`src/design/scba_pkg.sv`:
```
`default_nettype none

package scba_pkg;

    localparam int SIZE_W   = 8;
    localparam int HANDLE_W = 10;
    localparam int STATUS_W = 3;

    typedef enum logic [STATUS_W-1:0] {
        STATUS_OK       = 3'd0,
        STATUS_EMPTY    = 3'd1,
        STATUS_FULL     = 3'd2,
        STATUS_TOOBIG   = 3'd3,
        STATUS_NOTREADY = 3'd4
    } status_t;

    typedef enum logic [2:0] {
        ST_CLEAR,
        ST_IDLE,
        ST_LOOKUP,
        ST_ACCESS,
        ST_RESULT
    } state_t;

    typedef struct packed {
        logic clear;
        logic capture;
        logic lookup;
        logic access;
        logic load_out;
    } ctrl_cmd_t;

    typedef struct packed {
        logic clear_last;
        logic out_free;
    } dp_sts_t;

endpackage

`default_nettype wire

```
`src/design/scba_ctrl.sv`:
```
`default_nettype none

module scba_ctrl (
    input  wire logic                 clk,
    input  wire logic                 rst_n,
    input  wire logic                 s_tvalid,
    output logic                      s_tready,
    output scba_pkg::ctrl_cmd_t       cmd,
    input  wire scba_pkg::dp_sts_t    sts
);

    import scba_pkg::*;

    state_t state_reg;
    state_t state_next;

    always_ff @(posedge clk or negedge rst_n)
    begin
        if (!rst_n)
        begin
            state_reg <= ST_CLEAR;
        end
        else
        begin
            state_reg <= state_next;
        end
    end

    always_comb
    begin
        state_next   = state_reg;
        cmd          = '0;
        s_tready     = 1'b0;
        unique case (state_reg)
            ST_CLEAR:
            begin
                cmd.clear = 1'b1;
                if (sts.clear_last)
                begin
                    state_next = ST_IDLE;
                end
            end
            ST_IDLE:
            begin
                s_tready = 1'b1;
                if (s_tvalid)
                begin
                    cmd.capture = 1'b1;
                    state_next  = ST_LOOKUP;
                end
            end
            ST_LOOKUP:
            begin
                cmd.lookup = 1'b1;
                state_next = ST_ACCESS;
            end
            ST_ACCESS:
            begin
                cmd.access = 1'b1;
                state_next = ST_RESULT;
            end
            ST_RESULT:
            begin
                if (sts.out_free)
                begin
                    cmd.load_out = 1'b1;
                    state_next   = ST_IDLE;
                end
            end
            default:
            begin
                state_next = ST_CLEAR;
            end
        endcase
    end

endmodule

`default_nettype wire

```
`config.mk`:
```
export PLATFORM = sky130hd
export DESIGN_NAME = scba_ctrl
export DESIGN_NICKNAME = d
export VERILOG_FILES = /design/src/design/scba_pkg.sv /design/src/design/scba_ctrl.sv
export SDC_FILE = /design/constraint.sdc
export NUM_CORES = 1
export LEC_CHECK = 0
export BUFFER_PORTS_ARGS = -buffer_cell sky130_fd_sc_hd__buf_2
export CAP_MARGIN = 20
export CORE_AREA = 2 2 39 41
export DETAILED_ROUTE_END_ITERATION = 8
export DIE_AREA = 0 0 41 43
export PLACE_DENSITY = 0.42
export SYNTH_ARGS = -nofsm -noshare
export SYNTH_HDL_FRONTEND = slang
export SYNTH_SLANG_ARGS = --single-unit
```
`constraint.sdc`:
```
create_clock -name clk -period 3.25 [get_ports clk]
set_input_delay 0.325 -clock clk [delete_from_list [all_inputs] [get_ports clk]]
set_output_delay 0.325 -clock clk [all_outputs]
set_load 0.1 [all_outputs]
```
Word level (Yosys, flattened, before mapping)
Index checks and enable logic that the tools add are counted.
- register bits after elaboration: 3
- bits of input ports: 5
- eq/ne operators: 7
- mux-type cells: 12
- reductions and logical operators: 2
- operators by type and width (kind ; count):
    $pmux W3 S5 ; 1
    $mux W3 ; 3
    $mux W1 ; 8
    $eq A3 B2 Y1 const B ; 2
    $ne A2 B2 Y1 const B ; 3
    $eq A3 B1 Y1 const B ; 1
    $eq A3 B3 Y1 const B ; 1
    $logic_not A3 Y1 ; 1
    $reduce_and A3 Y1 ; 1

Longest topological paths before layout
Gate-level depths: netlist (run 1).
- depth after elaboration: 3
- gate-level depth with buffers: 3
- gate-level depth less buffers: 2

Worst setup path after synthesis (run 1)
OpenSTA, ideal clock, no wires.
- kind: register to output
- start point: reg state_reg[1]
- end point: out cmd[3] (netlist bit)
- arrival time: 3405 ps
- setup slack: -480 ps
- cell stages (with the launch flop): 3
- cells stage by stage: dfrtp_1 > buf_6 > nor4bb_1
- RTL lines (what ; RTL line ; RTL):
    start: declaration ; scba_ctrl.sv:14 ; state_t state_reg;
    start signal: assignment ; scba_ctrl.sv:25 ; state_reg <= state_next;
    end: declaration ; scba_ctrl.sv:8 ; output scba_pkg::ctrl_cmd_t cmd,

==> impl_metrics.py, run 1 <==
metrics = {
    "layout": {
        "areaGrowthSynthToFinish_pct": 45.73,
        "largest_reg_flops": 3,
        "drive_above_1_share_pct": 42.42,
        "nNetsFinal": 39,
        "antenna_cells": 0,
    },
    "clock_tree": {
        "clk_latency_ns": 0.23,
        "postCtsSetupBuffers": 0,
        "h-tree-depth": 1,
        "clk_pin_slew_worst_paths_ns": 0.04,
        "ctsResizeCount": 0,
        "root_buffer": "clkbuf_4",
        "cts_hold_buf": 1,
        "cts_tree": "built",
        "cts_max_path_buffers": 2,
        "cts_buffers": 3,
        "cts.sinks": 3,
    },
    "synth": {
        "async_flop_share_pct": 100.0,
        "synthMostInstantiatedCell": "dfrtp_1",
        "synthTopCellsByArea": "dfrtp_1 37%, nor4b_1 8.5%, and4bb_1 6.1%, buf_6 5.5%, nor4bb_1 4.9%",
        "synth_top_cell_by_area": "dfrtp_1",
        "synth_fp_nets": 25,
        "synth_warnings": 0,
        "ys_ff_latch": 3,
        "netlist_top_cells_count": "3 x dfrtp_1, 2 x nor4b_1",
        "netlist-cell-type-count": 17,
        "synth-main-ff-cell": "dfrtp_1",
        "syn_area_per_cell_sq_um": 10.26,
        "netlist_area_sq_um": 205.2,
        "synth_top_area_share_pct": 36.59,
        "ys_seq_area_share_pct": 36.59,
        "synth_edf_count": 0,
        "synthCells": 20,
    },
    "sta": {
        "maxSlewViolCount": 0,
        "finalSetupViolCount": 0,
        "fin_skew_ns": 0.003540,
        "finalSetupTns_ns": 0,
        "tightest_slew_ns": 0.4865,
        "hold_viol_final": 0,
        "period_needed_ns": 1.786,
        "finalCritPeriodShare_pct": 54.94,
        "max_freq_ghz": 0.5600,
        "slew_headroom_pct": 67.79,
        "grt_setup_unrepaired": "no",
    },
    "global_route": {
        "grt_use_total_pct": 7.251,
        "grt_antenna_before_repair": 0,
        "grt-ovfl-total": 0,
        "grt_pass1_vias": 205,
        "grt_max_degree": 12,
        "grt_pass1_wl_microns": 807,
    },
    "critical_path": {
        "crit_arrival_ns": 1.46,
        "critPathKind": "reg2out",
        "crit_required_ns": 2.92,
        "startpoint_type": "register",
        "cp_max_fo": 11,
        "endpoint_kind": "primary output",
    },
    "place": {
        "place_congestion": 0.6556,
        "hpwl_microns": 357,
        "io_buffers": 10,
    },
    "die": {
        "boundaryPins": 11,
        "die_w_microns": 41,
        "die-area_sq_mm": 0.001763,
        "core_area_sq_mm": 0.001384,
        "die_h_microns": 43,
        "start_util_pct": 14.83,
        "placementRows": 14,
    },
    "worst_hold_path": {
        "hold_class": "in2reg",
    },
    "drt": {
        "ant_nets": 0,
        "drt_first_pass_iters": 2,
        "viasPerCell": 3.980,
        "dr_wl_met2_microns": 271,
        "met3_length_microns": 4,
        "drt-met1-wl_microns": 176,
        "top_layer_used": "met4",
        "routed_wirelength_microns": 463,
        "drt-wirelength-per-cell_microns": 9.449,
        "via_count": 195,
        "drt_iter0_drc": 1,
        "drc": 0,
    },
    "flow_run": {
        "max-cap-violations": 0,
    },
    "run_status": {
        "status": "finished, final reports clean",
    },
}
[layout make-up]
cell class	instances	area, sq um
fill	152	1085
multi-input combinational	15	117.6
sequential	3	75.07
timing repair buffer	11	60.06
clock buffer	4	26.28
tap	16	20.02
[kinds of logic (layout without fill, tap and decap cells)]
logic type | count (synthesis) | in the layout | synth area share (%)
buffers and inverters | 2 | 15 | 9.147
DFF | 3 | 3 | 36.58
AOI/OAI and AO/OA | 2 | 2 | 6.706
and+or+nand+nor | 13 | 13 | 47.57
[worst paths after layout]
check / startpoint / endpoint / slack, ns / cells after the start
worst max-delay path: state_reg[1] / cmd[3] / 1.46 / 2
worst min-delay path: s_tvalid / state_reg[1] / 0.39 / 3
worst max register to register: state_reg[1] / state_reg[0] / 2.11 / 2
worst min register to register: state_reg[2] / state_reg[1] / 0.61 / 1
max in group asynchronous: rst_n / state_reg[2] / 2.71 / 2
min in group asynchronous: rst_n / state_reg[1] / 0.43 / 2
[worst max-delay path, cell delays in order (launching register included)]
cell      delay [ns]
dfrtp_1         0.47
nor4bb_2        0.30
buf_2           0.46
[through the flow]
step	setup WS (ns)	instance area [sq um]	util [%]	instances	hold slack (ns)
CTS	1.456	299.0	21.61	49	0.3813
global route	1.396	299.0	21.61	49	0.3811
detailed placement	1.708	262.8	18.99	44	0.1248
finish	1.464	299.0	21.61	49	0.3867
global placement	1.728	262.8	18.99	44	0.1213
floorplan	0.2254	211.5	-	20	0.02941
[cells in the final DEF (no fill, tap or decap), types with 2 or more instances in the layout]
master    instances
nor4b_1           2
clkbuf_4          3
dfrtp_1           3
buf_2            10
[layer usage]
metal	vias up	GRT usage, %
met2	4	11.25
met4	0	8.000
li1	99	-
met3	2	3.141
met5	-	0
met1	90	5.844
Power of run 1 is left out: the tool's default activity adds up to more than one toggle a clock period on the data nets, which glitch-free logic cannot reach.
==> run 2: changes to the inputs <==
--- a/config.mk
+++ b/config.mk
@@ -10,7 +10,7 @@
 export CORE_AREA = 2 2 39 41
 export DETAILED_ROUTE_END_ITERATION = 8
 export DIE_AREA = 0 0 41 43
-export PLACE_DENSITY = 0.42
+export PLACE_DENSITY = 0.43
 export SYNTH_ARGS = -nofsm -noshare
 export SYNTH_HDL_FRONTEND = slang
 export SYNTH_SLANG_ARGS = --single-unit
==> constraint.sdc (replaced) <==
create_clock -name clk -period 1.6 [get_ports clk]
set_input_delay 0.16 -clock clk [delete_from_list [all_inputs] [get_ports clk]]
set_output_delay 0.16 -clock clk [all_outputs]
set_load 0.1 [all_outputs]
==> impl_metrics.py, run 2 (synthesis results as in run 1) <==
metrics = {
    "run_status": {
        "status": "finished, final reports clean",
    },
    "sta": {
        "fin_ws_ns": 0.1163,
        "slew_headroom_pct": 75.99,
        "finalCritPeriodShare_pct": 92.73,
        "finalSetupViolCount": 0,
        "finalSetupTns_ns": 0,
        "grt_setup_unrepaired": "no",
        "fin_skew_ns": 0.0009094,
        "max_freq_ghz": 0.6740,
        "tightest_slew_ns": 0.3601,
        "period_needed_ns": 1.484,
        "hold_ws_ns": 0.2342,
        "hold_viol_final": 0,
        "maxSlewViolCount": 0,
    },
    "clock_tree": {
        "clk_latency_ns": 0.23,
        "root_buffer": "clkbuf_4",
        "cts_max_path_buffers": 2,
        "cts_buffers": 3,
        "h-tree-depth": 1,
        "cts.sinks": 3,
        "cts_tree": "built",
        "clk_pin_slew_worst_paths_ns": 0.03,
        "ctsResizeCount": 0,
    },
    "die": {
        "die_w_microns": 41,
        "placementRows": 14,
        "core_area_sq_mm": 0.001384,
        "boundaryPins": 11,
        "start_util_pct": 14.83,
        "die-area_sq_mm": 0.001763,
        "die_h_microns": 43,
    },
    "drt": {
        "via_count": 196,
        "routed_wirelength_microns": 476,
        "drt_first_pass_iters": 2,
        "drt-wirelength-per-cell_microns": 9.714,
        "ant_nets": 0,
        "drc": 0,
        "drt_iter0_drc": 1,
        "viasPerCell": 4.000,
    },
    "layout": {
        "nNetsFinal": 39,
        "n_fill_cell": 149,
        "areaGrowthSynthToFinish_pct": 98.78,
        "antenna_cells": 0,
        "design_area_sq_um": 407.9,
        "final_cell_mix": "6 x buf_12, 4 x buf_2, 3 x clkbuf_4, 3 x dfrtp_1, 2 x nor4b_1",
        "largest_reg_flops": 3,
        "final_common_cell": "buf_12",
        "seqCellArea_sq_um": 75.07,
        "drive_above_1_share_pct": 51.52,
        "multi_input_area_sq_um": 136.4,
    },
    "critical_path": {
        "startpoint_type": "register",
        "cp_max_fo": 11,
        "crit_required_ns": 1.44,
        "endpoint_kind": "primary output",
        "crit_path_start": "state_reg[1]",
        "critPathKind": "reg2out",
        "crit_arrival_ns": 1.32,
        "rr_startpoint": "state_reg[1]",
    },
    "global_route": {
        "grt_pass1_wl_microns": 800,
        "grt-ovfl-total": 0,
        "grt_pass1_vias": 203,
        "grt_antenna_before_repair": 0,
        "grt_max_degree": 12,
        "grt_use_total_pct": 7.948,
    },
    "place": {
        "io_buffers": 10,
        "post-place-ws_ns": 0.3466,
        "dpl-instance-area_sq_um": 371.6,
        "place_congestion": 0.7286,
    },
    "flow_run": {
        "max-cap-violations": 0,
    },
    "worst_hold_path": {
        "hold_class": "in2reg",
        "hold_start": "s_tvalid",
    },
}
-- run 2: cell type report --
cell class                      count  area share (%)
Timing Repair Buffer               11           36.81
Clock buffer                        4           6.442
Multi-Input combinational cell     15           33.44
Tap cell                           16           4.908
Sequential cell                     3           18.40
-- run 2: stage by stage --
stage | std cells | utilization [%]
finish | 49 | 29.48
global route | 49 | 29.48
CTS | 49 | 29.48
detailed placement | 44 | 26.85
global placement | 44 | 26.85
floorplan | 20 | -
-- run 2: worst paths after layout --
kind | to | slack (ns) | cells after the start
worst max-delay path | cmd[3] | 0.12 | 2
worst min-delay path | state_reg[1] | 0.23 | 3
worst max register to register | state_reg[0] | 0.40 | 2
worst min register to register | state_reg[1] | 0.67 | 1
max in group asynchronous | state_reg[2] | 1.24 | 2
min in group asynchronous | state_reg[0] | 0.25 | 2
-- run 2: layer usage --
metal / vias up / global-route usage (%) / routed length, microns
li1: 99 / - / -
met1: 92 / 5.502 / 157
met2: 5 / 10.63 / 293
met3: 0 / 5.236 / 25
met4: 0 / 12.00 / 0
met5: - / 0 / 0
-- run 2: critical path: stages, from the launching register on --
cell and delay [ns]:
dfrtp_1 0.49, nor4bb_4 0.38, buf_12 0.21
-- run 2: repair_timing --
action	4_1_cts	5_1_grt
buffers inserted	0	0
hold endpoints to repair	3	0
hold buffers	1	0
Power of run 2 is left out for the same reason.
